==> src/design/hrec_pkg.sv <==
`default_nettype none

package hrec_pkg;

   // 8-bit result: quotient bits resolved one per step, scale factor is 2^8 - 1
   localparam int QUOT_BITS = 8;
   localparam int QIDX_BITS = 3;

   typedef struct packed {
      logic                 clear;
      logic                 load;
      logic                 step;
      logic                 last;
      logic [QIDX_BITS-1:0] bit_idx;
   } lane_ctrl_type;

endpackage

`default_nettype wire

==> src/design/hrec_lane.sv <==
`default_nettype none

module hrec_lane #(
   parameter int SAMPLE_BITS = 20,
   parameter int MAX_BITS    = 16
) (
   input  wire logic                          clock,
   input  wire logic                          reset,
   input  wire hrec_pkg::lane_ctrl_type       ctrl,
   input  wire logic signed [SAMPLE_BITS-1:0] colour,
   input  wire logic signed [SAMPLE_BITS-1:0] offset,
   input  wire logic        [MAX_BITS-1:0]    maxv,
   output logic             [hrec_pkg::QUOT_BITS-1:0] quot
);
   import hrec_pkg::*;

   localparam int REM_W = MAX_BITS + QUOT_BITS + 1;
   localparam int CMP_W = ((SAMPLE_BITS > MAX_BITS) ? SAMPLE_BITS : MAX_BITS) + 2;

   logic        [MAX_BITS-1:0]  residual_ff, residual_in;
   logic        [REM_W-1:0]     rem_ff, rem_in;
   logic        [QUOT_BITS-1:0] quot_ff, quot_in;

   logic signed [CMP_W-1:0]     sum;
   logic signed [CMP_W-1:0]     max_ext;
   logic        [MAX_BITS-1:0]  clamped;
   logic        [MAX_BITS-1:0]  res_use;
   logic        [REM_W-1:0]     scaled;
   logic        [REM_W-1:0]     div_sh;
   logic        [REM_W:0]       diff;
   logic                        fits;

   // clamp colour + offset to 0..max
   always_comb begin
      sum     = CMP_W'(colour) + CMP_W'(offset);
      max_ext = signed'(CMP_W'(maxv));
      if (sum < 0) begin
         clamped = '0;
      end else if (sum > max_ext) begin
         clamped = maxv;
      end else begin
         clamped = sum[MAX_BITS-1:0];
      end
   end

   // v*255 + residual
   always_comb begin
      res_use = ctrl.clear ? '0 : residual_ff;
      scaled  = {1'b0, clamped, {QUOT_BITS{1'b0}}} - REM_W'(clamped) + REM_W'(res_use);
   end

   // one restoring step per cycle, MSB of the quotient first
   always_comb begin
      div_sh = REM_W'(maxv) << ctrl.bit_idx;
      diff   = {1'b0, rem_ff} - {1'b0, div_sh};
      fits   = !diff[REM_W];
   end

   always_comb begin
      rem_in      = rem_ff;
      quot_in     = quot_ff;
      residual_in = residual_ff;
      if (ctrl.load) begin
         rem_in  = scaled;
         quot_in = '0;
      end else if (ctrl.step) begin
         if (fits) begin
            rem_in = diff[REM_W-1:0];
         end
         quot_in = {quot_ff[QUOT_BITS-2:0], fits};
         if (ctrl.last) begin
            residual_in = fits ? diff[MAX_BITS-1:0] : rem_ff[MAX_BITS-1:0];
         end
      end
   end

   always_ff @(posedge clock) begin
      if (reset) begin
         residual_ff <= '0;
      end else begin
         residual_ff <= residual_in;
      end
   end

   always_ff @(posedge clock) begin
      rem_ff  <= rem_in;
      quot_ff <= quot_in;
   end

   assign quot = quot_ff;

endmodule

`default_nettype wire

==> src/design/hrec_merge.sv <==
`default_nettype none

module hrec_merge (
   input  wire logic                           clock,
   input  wire logic                           reset,
   input  wire logic                           push,
   input  wire logic [hrec_pkg::QUOT_BITS-1:0] blue_q,
   input  wire logic [hrec_pkg::QUOT_BITS-1:0] green_q,
   input  wire logic [hrec_pkg::QUOT_BITS-1:0] red_q,
   output logic                                free,
   output logic                                rsp_valid,
   input  wire logic                           rsp_ready,
   output logic      [hrec_pkg::QUOT_BITS-1:0] rsp_blue_out,
   output logic      [hrec_pkg::QUOT_BITS-1:0] rsp_green_out,
   output logic      [hrec_pkg::QUOT_BITS-1:0] rsp_red_out
);
   import hrec_pkg::*;

   logic                 valid_ff, valid_in;
   logic [QUOT_BITS-1:0] blue_ff, green_ff, red_ff;

   assign free = !valid_ff || rsp_ready;

   always_comb begin
      valid_in = valid_ff;
      if (push) begin
         valid_in = 1'b1;
      end else if (rsp_ready) begin
         valid_in = 1'b0;
      end
   end

   always_ff @(posedge clock) begin
      if (reset) begin
         valid_ff <= 1'b0;
      end else begin
         valid_ff <= valid_in;
      end
   end

   always_ff @(posedge clock) begin
      if (push) begin
         blue_ff  <= blue_q;
         green_ff <= green_q;
         red_ff   <= red_q;
      end
   end

   assign rsp_valid     = valid_ff;
   assign rsp_blue_out  = blue_ff;
   assign rsp_green_out = green_ff;
   assign rsp_red_out   = red_ff;

endmodule

`default_nettype wire

==> src/design/hdr_to_rgb8_error_carry_core.sv <==
`default_nettype none

// Reduces one signed HDR pixel per word (blue, green, red plus a shared offset)
// to 8-bit BGR with per-colour error carry. Each colour has offset added, is
// clamped to 0..max_value and scaled as floor((v*255 + residual)/max_value),
// saturating at 255; the remainder is carried to the next pixel of the same
// colour. A word with frame_start set clears the residuals first. A max_value
// of 0 acts as 1. The three colours run in parallel lanes, each with a
// restoring divider resolving one quotient bit per cycle, so a pixel passes
// through a load, the divide steps and a hand-off; the next word is taken in
// the hand-off cycle while the result register is drained. The result sits
// in an output register so the next pixel can start while it waits.
// csr_max_value must only be written while the block is idle.
module hdr_to_rgb8_error_carry_core #(
   parameter int SAMPLE_BITS = 20,
   parameter int MAX_BITS    = 16
) (
   input  wire logic                          clock,
   input  wire logic                          reset,

   input  wire logic                          csr_write,
   input  wire logic        [MAX_BITS-1:0]    csr_max_value,

   input  wire logic                          req_valid,
   output logic                               req_ready,
   input  wire logic                          req_frame_start,
   input  wire logic signed [SAMPLE_BITS-1:0] req_blue_in,
   input  wire logic signed [SAMPLE_BITS-1:0] req_green_in,
   input  wire logic signed [SAMPLE_BITS-1:0] req_red_in,
   input  wire logic signed [SAMPLE_BITS-1:0] req_offset_in,

   output logic                               rsp_valid,
   input  wire logic                          rsp_ready,
   output logic             [7:0]             rsp_blue_out,
   output logic             [7:0]             rsp_green_out,
   output logic             [7:0]             rsp_red_out
);
   import hrec_pkg::*;

   localparam logic [1:0] ST_IDLE = 2'd0;
   localparam logic [1:0] ST_CALC = 2'd1;
   localparam logic [1:0] ST_HOLD = 2'd2;

   localparam logic [MAX_BITS-1:0] MAX_RESET = MAX_BITS'(4095);

   logic [1:0]           state_ff, state_in;
   logic [QIDX_BITS-1:0] count_ff, count_in;
   logic [MAX_BITS-1:0]  max_ff, max_in;
   logic [MAX_BITS-1:0]  max_eff;

   logic                 accept;
   logic                 push;
   logic                 free;
   lane_ctrl_type        ctrl;
   logic [QUOT_BITS-1:0] blue_q, green_q, red_q;

   assign max_in  = csr_write ? csr_max_value : max_ff;
   assign max_eff = (max_ff == '0) ? MAX_BITS'(1) : max_ff;

   always_ff @(posedge clock) begin
      if (reset) begin
         max_ff <= MAX_RESET;
      end else begin
         max_ff <= max_in;
      end
   end

   assign push      = (state_ff == ST_HOLD) && free;
   assign req_ready = (state_ff == ST_IDLE) || push;
   assign accept    = req_valid && req_ready;

   always_comb begin
      ctrl.clear   = req_frame_start;
      ctrl.load    = accept;
      ctrl.step    = (state_ff == ST_CALC);
      ctrl.last    = (count_ff == '0);
      ctrl.bit_idx = count_ff;
   end

   always_comb begin
      state_in = state_ff;
      count_in = count_ff;
      case (state_ff)
         ST_IDLE: begin
            if (accept) begin
               state_in = ST_CALC;
               count_in = '1;
            end
         end
         ST_CALC: begin
            count_in = count_ff - 1'b1;
            if (count_ff == '0) begin
               state_in = ST_HOLD;
            end
         end
         ST_HOLD: begin
            if (accept) begin
               state_in = ST_CALC;
               count_in = '1;
            end else if (push) begin
               state_in = ST_IDLE;
            end
         end
         default: begin
            state_in = ST_IDLE;
         end
      endcase
   end

   always_ff @(posedge clock) begin
      if (reset) begin
         state_ff <= ST_IDLE;
         count_ff <= '0;
      end else begin
         state_ff <= state_in;
         count_ff <= count_in;
      end
   end

   hrec_lane #(
      .SAMPLE_BITS (SAMPLE_BITS),
      .MAX_BITS    (MAX_BITS)
   ) u_lane_blue (
      .clock  (clock),
      .reset  (reset),
      .ctrl   (ctrl),
      .colour (req_blue_in),
      .offset (req_offset_in),
      .maxv   (max_eff),
      .quot   (blue_q)
   );

   hrec_lane #(
      .SAMPLE_BITS (SAMPLE_BITS),
      .MAX_BITS    (MAX_BITS)
   ) u_lane_green (
      .clock  (clock),
      .reset  (reset),
      .ctrl   (ctrl),
      .colour (req_green_in),
      .offset (req_offset_in),
      .maxv   (max_eff),
      .quot   (green_q)
   );

   hrec_lane #(
      .SAMPLE_BITS (SAMPLE_BITS),
      .MAX_BITS    (MAX_BITS)
   ) u_lane_red (
      .clock  (clock),
      .reset  (reset),
      .ctrl   (ctrl),
      .colour (req_red_in),
      .offset (req_offset_in),
      .maxv   (max_eff),
      .quot   (red_q)
   );

   hrec_merge u_merge (
      .clock         (clock),
      .reset         (reset),
      .push          (push),
      .blue_q        (blue_q),
      .green_q       (green_q),
      .red_q         (red_q),
      .free          (free),
      .rsp_valid     (rsp_valid),
      .rsp_ready     (rsp_ready),
      .rsp_blue_out  (rsp_blue_out),
      .rsp_green_out (rsp_green_out),
      .rsp_red_out   (rsp_red_out)
   );

endmodule

`default_nettype wire

==> config.mk <==
export PLATFORM = sky130hd
export DESIGN_NAME = hdr_to_rgb8_error_carry_core
export DESIGN_NICKNAME = d
export VERILOG_FILES = /design/src/design/hrec_pkg.sv /design/src/design/hrec_lane.sv /design/src/design/hrec_merge.sv /design/src/design/hdr_to_rgb8_error_carry_core.sv
export SDC_FILE = /design/constraint.sdc
export NUM_CORES = 1
export LEC_CHECK = 0
export ABC_AREA = 1
export BUFFER_PORTS_ARGS = -buffer_cell sky130_fd_sc_hd__buf_4
export CORE_ASPECT_RATIO = 0.8
export CORE_MARGIN = 5
export CORE_UTILIZATION = 40
export DETAILED_ROUTE_END_ITERATION = 7
export GPL_TIMING_DRIVEN = 0
export HOLD_SLACK_MARGIN = 0.06
export PLACE_DENSITY_LB_ADDON = 0.25
export SLEW_MARGIN = 20
export SYNTH_ARGS = -nofsm -noshare
export SYNTH_HDL_FRONTEND = slang
export SYNTH_HIERARCHICAL = 1
export SYNTH_SLANG_ARGS = --single-unit
export TNS_END_PERCENT = 10
==> constraint.sdc <==
create_clock -name clock -period 10.9 [get_ports clock]
set_input_delay 1.635 -clock clock [delete_from_list [all_inputs] [get_ports clock]]
set_output_delay 1.635 -clock clock [all_outputs]
set_load 0.05 [all_outputs]
==> results.json, run 1 <==
{
  "fillCellCount": 6033,
  "dpl.hpwl_um": 67400,
  "multi_input_area_sq_mm": 0.0160,
  "clock_sinks": 193,
  "grt_use_total_pct": 24.9,
  "nets": 4077,
  "synth-seq-cells": 193,
  "synth_simple_gate_area_share_pct": 26.4,
  "num_io_pins": 128,
  "worstSetupEndpointType": "flop",
  "drcViolationCount": 0,
  "first_pass_iters": 8,
  "worstSetupPathType": "in -> reg",
  "finalSetupTns_ps": 0,
  "synth_cells": 3523,
  "wl_um": 80500,
  "fmax_ghz": 0.119,
  "finalMaxSlewViolations": 0,
  "ctsResizeCount": 0,
  "highest_layer": "met5",
  "grt_pass1_wl_um": 123000,
  "synth_top_family_by_area": "simple AND/OR/NAND/NOR gates",
  "vias": 24000,
  "hold_depth": 0,
  "crit_required_ps": 11150,
  "cts_max_level": 4,
  "antenna_found_initial": 2,
  "viasPerCell": 5.41,
  "syn-num-nets": 3930,
  "yosysSeqAreaShare_pct": 21.0,
  "cp_max_fo": 10,
  "layout-drive-gt1-share_pct": 8.01,
  "ir_drop_mv": 0.134,
  "setup_viol": 0,
  "hold_class": "reg -> reg",
  "relSlewSlack_pct": 38.4,
  "fin_crit_sh_pct": 77.1,
  "die_x_um": 279,
  "path_clk_slew_ps": 80,
  "num_antenna_cells": 0,
  "synth_compound_area_share_pct": 19.6,
  "finalClockSkew_ps": 15.2,
  "worst-r2r-cell-count": 35,
  "arrival_ps": 8650,
  "met1Wirelength_um": 39800,
  "synth_area_per_cell_sq_um": 6.57,
  "path_common_cell": "nand2_1",
  "post_cts_buffers": 0,
  "cap_violations": 0,
  "clockBufferDepth": 2,
  "place.port_buffers": 125,
  "p_per_area_mw_per_mm2": 213,
  "crit_slowest_cell": "o21ai_0",
  "clockRootBuffer": "clkbuf_16",
  "grt_max_degree": 26,
  "wl_met2_um": 31000,
  "syn_to_final_growth_pct": 11.1,
  "clk_latency_ps": 500,
  "cts_tree": "built",
  "post-route-min-period_ps": 8400,
  "grt.overflow.total": 0,
  "die_h_um": 225,
  "initial_core_util_pct": 40.6,
  "outcome": "completed",
  "avgRoutedWirePerCell_um": 18.1,
  "die-area_sq_mm": 0.0628,
  "synthAdderAreaFrac_pct": 17.6,
  "synth.area.mux_share_pct": 0.779,
  "synth_warnings": 6,
  "rsz0062_at_grt": "false",
  "yosysUniqueCellTypes": 58,
  "synthesis.area_sq_mm": 0.0231,
  "hold_violations": 0,
  "coreArea_sq_mm": 0.0570,
  "placed_cell_area_sq_mm": 0.0251,
  "postLayoutCellArea_sq_mm": 0.0257,
  "drt_iter0_drc": 2648,
  "worst_pin_slew_ps": 915,
  "rows": 78,
  "cts_hold_buf": 0,
  "gp_congestion": 0.969,
  "p_leak_nw": 12.7,
  "regArea_sq_mm": 0.00485,
  "slowest_delay_ps": 750,
  "route.met3.wl_um": 7900,
  "critPathLaunchType": "input pin",
  "ant_nets": 0,
  "ff2ff_setup_slack_ps": 4370,
  "synthXorXnorAreaFrac_pct": 4.84,
  "numCtsBuffers": 17,
  "grt_pass1_vias": 21500
}
[critical path: cells and delay by family]
kind            cells  cell delay [ps]
fa+ha+maj           6             1920
simple gates       24             2110
compound gates      6             1840
buf+inv             6              820
xor+xnor            1              300
[power breakdown]
group          internal (mW)  total (mW)  switching (mW)
registers               1.03        1.15           0.118
logic                   1.23        3.62            2.39
clock network          0.352       0.689           0.337
[placed cells by master (no fill, tap or decap), types with 64 or more instances in the layout]
master,n
o21ai_0,327
clkbuf_1,69
xor2_1,64
inv_1,446
nand2_1,921
dfxtp_1,94
nand3_1,158
edfxtp_1,99
nor2_1,262
buf_4,135
ha_1,272
a21oi_1,351
[layer usage]
| metal | global-route usage, % | vias to the layer above |
|---|---|---|
| met4 | 6.16 | 2 |
| li1 | - | 12000 |
| met5 | 0 | - |
| met1 | 38.4 | 11000 |
| met3 | 5.56 | 86 |
| met2 | 34.7 | 1024 |
[cells in the mapped netlist, drive strengths merged]
library cell,n,area (sq um)
or2,4,25.0
a211oi,1,7.51
nand3b,18,148
clkbuf,70,264
xor2,66,604
buf,35,238
a21boi,7,60.1
edfxtp,99,2970
o22ai,10,62.6
mux2i,18,180
o21bai,12,90.1
inv,469,1760
o21a,5,37.5
a41o,1,11.3
ha,272,3400
nand3,167,888
o21ai,369,1870
nand4,34,213
nor2,278,1090
o211ai,25,238
dfxtp,94,1880
a31o,1,8.76
o31ai,1,7.51
nor3,21,105
nor4,6,43.8
clkinv,2,7.51
a21o,16,120
and2,3,18.8
fa,33,661
a21oi,363,1880
and3,1,6.26
a31oi,22,144
nand2,940,3570
o2111ai,1,8.76
xnor2,59,517
[sequential cells by signal, indices dropped and copies added (netlist names)]
name                      cells
u_lane_red/residual_ff       16
u_lane_green/residual_ff     16
state_ff                      2
u_merge/rsp_red_out           8
u_merge/rsp_blue_out          8
u_lane_blue/rem_ff           25
u_lane_red/quot               8
max_ff                       16
u_lane_blue/quot              8
count_ff                      3
u_lane_green/rem_ff          25
u_lane_red/rem_ff            25
u_merge/rsp_valid             1
u_lane_green/quot             8
u_merge/rsp_green_out         8
u_lane_blue/residual_ff      16
[metrics by stage]
stage                     util, %  instances  power, mW  hold slack [ps]  setup slack [ps]
after floorplan                 -       3523       3.71              403              3970
after global placement       43.9       4408       4.66              426              2300
after detailed placement     44.0       4411       4.66              430              2220
after CTS                    45.1       4443       5.37              451              2760
after global routing         45.1       4443       5.94              471              2060
final                        45.1       4443       5.46              447              2500
[final cells by class]
cell class                 instances  area share, %
buffer                           105           1.95
clock buffer                      21           2.00
clock inverter                    11          0.477
inverter                         471           6.88
multi-input combinational       2754           62.4
sequential                       193           18.9
tap                              760           3.70
timing repair buffer             128           3.74
[kinds of logic after synthesis]
group,after synthesis
compound gates,834
xor+xnor,125
fa+ha+maj,305
buf+inv,576
flops,193
mux,18
simple gates,1472
[final timing paths]
path,startpoint,end
max,req_offset_in[0],u_lane_green/rem_ff[19]$_DFFE_PP_
min,u_lane_green/quot[7]$_SDFFE_PP0P_,u_merge/rsp_green_out[7]$_DFFE_PP_
max reg2reg,max_ff[15]$_SDFFE_PP0P_,u_lane_green/rem_ff[19]$_DFFE_PP_
min reg2reg,u_lane_green/quot[7]$_SDFFE_PP0P_,u_merge/rsp_green_out[7]$_DFFE_PP_
(Power assumes the default switching activity.)
==> inputs of run 2 (changes only) <==
--- a/config.mk
+++ b/config.mk
@@ -5,7 +5,7 @@
 export SDC_FILE = /design/constraint.sdc
 export NUM_CORES = 1
 export LEC_CHECK = 0
-export ABC_AREA = 1
+export ABC_AREA = 0
 export BUFFER_PORTS_ARGS = -buffer_cell sky130_fd_sc_hd__buf_4
 export CORE_ASPECT_RATIO = 0.8
 export CORE_MARGIN = 5
==> constraint.sdc (replaced) <==
create_clock -name clock -period 7.5 [get_ports clock]
set_input_delay 1.125 -clock clock [delete_from_list [all_inputs] [get_ports clock]]
set_output_delay 1.125 -clock clock [all_outputs]
set_load 0.05 [all_outputs]
==> results.json, run 2 <==
{
  "met3_usage_pct": 4.12,
  "p_leak_nw": 11.9,
  "grtUsageMet2_pct": 35.0,
  "crit_slowest_cell": "fa_1",
  "clockRootBuffer": "clkbuf_16",
  "clockBufferDepth": 2,
  "synthTopCellsByArea": "ha_1 (15%), edfxtp_1 (13%), dfxtp_1 (8.5%), mux2i_1 (6.9%), xnor2_1 (4.1%)",
  "largestRegisters": "u_lane_blue/rem_ff (25), u_lane_green/rem_ff (25), u_lane_red/rem_ff (25)",
  "ant_nets": 0,
  "cts_tree": "built",
  "wl_um": 76200,
  "holdWs_ps": 434,
  "hold_violations": 0,
  "slowest_delay_ps": 490,
  "finalSetupTns_ps": 0,
  "synth_compound_area_share_pct": 21.9,
  "yosysSeqAreaShare_pct": 21.8,
  "syn_to_final_growth_pct": 18.8,
  "final_common_cell": "ha_1",
  "reg2reg_to": "u_lane_red/rem_ff[18]$_DFFE_PP_",
  "synthAdderAreaFrac_pct": 18.3,
  "synth_simple_gate_area_share_pct": 17.7,
  "synth_area_per_cell_sq_um": 8.30,
  "p_per_area_mw_per_mm2": 305,
  "place.port_buffers": 126,
  "antenna_found_initial": 0,
  "synthXorXnorAreaFrac_pct": 6.15,
  "die_h_um": 221,
  "critPathLaunchType": "input pin",
  "fmax_ghz": 0.135,
  "synthesis.area_sq_mm": 0.0222,
  "die-area_sq_mm": 0.0604,
  "synth_commonest_cells": "ha_1 (272), nor2_1 (230), inv_1 (197)",
  "fin_util_pct": 47.9,
  "viasPerCell": 5.80,
  "rr_startpoint": "max_ff[12]$_SDFFE_PP0P_",
  "coreArea_sq_mm": 0.0551,
  "cp_max_fo": 7,
  "synth-edff-count": 99,
  "num_io_pins": 128,
  "drcViolationCount": 0,
  "cap_violations": 0,
  "num_antenna_cells": 0,
  "dpl.hpwl_um": 59400,
  "numCtsBuffers": 17,
  "path_common_cell": "a21oi_2",
  "rows": 77,
  "gr-usage-met1_pct": 35.6,
  "worst-r2r-cell-count": 28,
  "finalClockSkew_ps": 12.1,
  "synthFlopType": "edfxtp_1",
  "arrival_ps": 7580,
  "synth-seq-cells": 193,
  "finalMaxSlewViolations": 0,
  "path_clk_slew_ps": 70,
  "synthArstFlopShare_pct": 0,
  "hold_class": "reg -> reg",
  "synth_cells": 2677,
  "clock_sinks": 193,
  "avgRoutedWirePerCell_um": 20.8,
  "grt_max_degree": 26,
  "worstSetupPathType": "in -> reg",
  "clk_latency_ps": 470,
  "synth.most_common_cell": "ha_1",
  "setup_viol": 0,
  "final_cell_mix": "ha_1 (241), nor2_1 (223), inv_1 (190), buf_4 (188), nand2_1 (188)",
  "yosysUniqueCellTypes": 93,
  "grt_pass1_vias": 19900,
  "fin_crit_sh_pct": 98.6,
  "gp_congestion": 0.955,
  "min_from": "u_lane_red/quot[7]$_SDFFE_PP0P_",
  "ff2ff_setup_slack_ps": 660,
  "hold_depth": 0,
  "post-route-min-period_ps": 7400,
  "crit_required_ps": 7690,
  "grt.busiest_layer": "met1",
  "layout-drive-gt1-share_pct": 16.8,
  "grt.overflow.total": 0,
  "min_to": "u_merge/rsp_red_out[7]$_DFFE_PP_",
  "die_x_um": 274,
  "synth_top_family_by_area": "compound AO/OA/AOI/OAI gates",
  "grt_pass1_wl_um": 113000,
  "cts_max_level": 4,
  "relSlewSlack_pct": 17.8,
  "synth_warnings": 6,
  "grt_use_total_pct": 23.7,
  "synth_top_area_share_pct": 15.3,
  "first_pass_iters": 6,
  "drt_iter0_drc": 1936,
  "syn-num-nets": 3084,
  "synth_largest_area_cell": "ha_1",
  "rsz0062_at_grt": "true",
  "vias": 21200,
  "nets": 3298,
  "synth.area.mux_share_pct": 8.67,
  "worstSetupEndpointType": "flop",
  "worst_pin_slew_ps": 1230,
  "outcome": "completed",
  "initial_core_util_pct": 40.3,
  "ir_drop_mv": 0.188
}
[run 2: worst max path at each step]
stage | from | depth (start not counted) | end | slack [ps]
after global placement | req_offset_in[1] | 30 | u_lane_red/rem_ff[24]$_DFFE_PP_ | -1370
after CTS | req_offset_in[0] | 34 | u_lane_blue/rem_ff[23]$_DFFE_PP_ | -30
final | req_offset_in[0] | 35 | u_lane_red/rem_ff[18]$_DFFE_PP_ | 100
after global routing | req_offset_in[0] | 34 | u_lane_red/rem_ff[22]$_DFFE_PP_ | -150
after floorplan | req_offset_in[4] | 34 | u_lane_green/rem_ff[23]$_DFFE_PP_ | -50
after detailed placement | req_offset_in[1] | 30 | u_lane_red/rem_ff[18]$_DFFE_PP_ | -1490
[run 2: logic make-up (layout without fill, tap and decap cells)]
family | after synthesis | in the layout
AOI/OAI and AO/OA | 739 | 739
buffers and inverters | 305 | 532
and+or+nand+nor | 795 | 795
xor gates and xnor gates | 156 | 156
adders and majority gates | 305 | 305
muxes | 184 | 184
DFF | 193 | 193
[run 2: routing by layer]
layer	vias up	part of all wire [%]	routed length, um
li1	10100	-	-
met1	10100	46	35300
met2	919	42	32100
met3	114	8.8	6720
met4	0	2.8	2120
met5	-	0	0
[run 2: area by class of cell]
cell class	instances	area (sq um)
fill	5326	28700
multi-input combinational	2179	17300
sequential	193	4850
timing repair buffer	195	1510
tap	750	938
inverter	203	764
buffer	102	470
clock buffer	20	437
clock inverter	12	124
[run 2: report_power, final]
| group | switching, mW | internal [mW] |
|---|---|---|
| clock network | 0.442 | 0.467 |
| logic | 3.22 | 2.25 |
| registers | 0.178 | 1.49 |
[run 2: metrics by stage]
stage                     std cells  worst slack [ps]  instance area [sq um]  power [mW]
after floorplan                2677             -48.1                  22300        5.24
after global placement         3553             -1370                  24100        6.41
after detailed placement       3554             -1490                  24200        6.55
after CTS                      3617             -31.8                  25400        7.64
after global routing           3654              -152                  26400        8.59
final                          3654               104                  26400        8.04
[run 2: worst max-delay path: cells and delay by family]
kind	cells	cell delay [ps]
simple gates	5	530
xor+xnor	2	410
buf+inv	6	720
mux	1	230
fa+ha+maj	5	1500
compound gates	16	3020
[run 2: repair_timing]
item                       in CTS  in global routing
cloned                          1                  1
pin swaps                      52                 95
hold buffers                    0                  0
buffers inserted               30                 35
resized for setup              83                143
setup endpoints to repair      38                 39
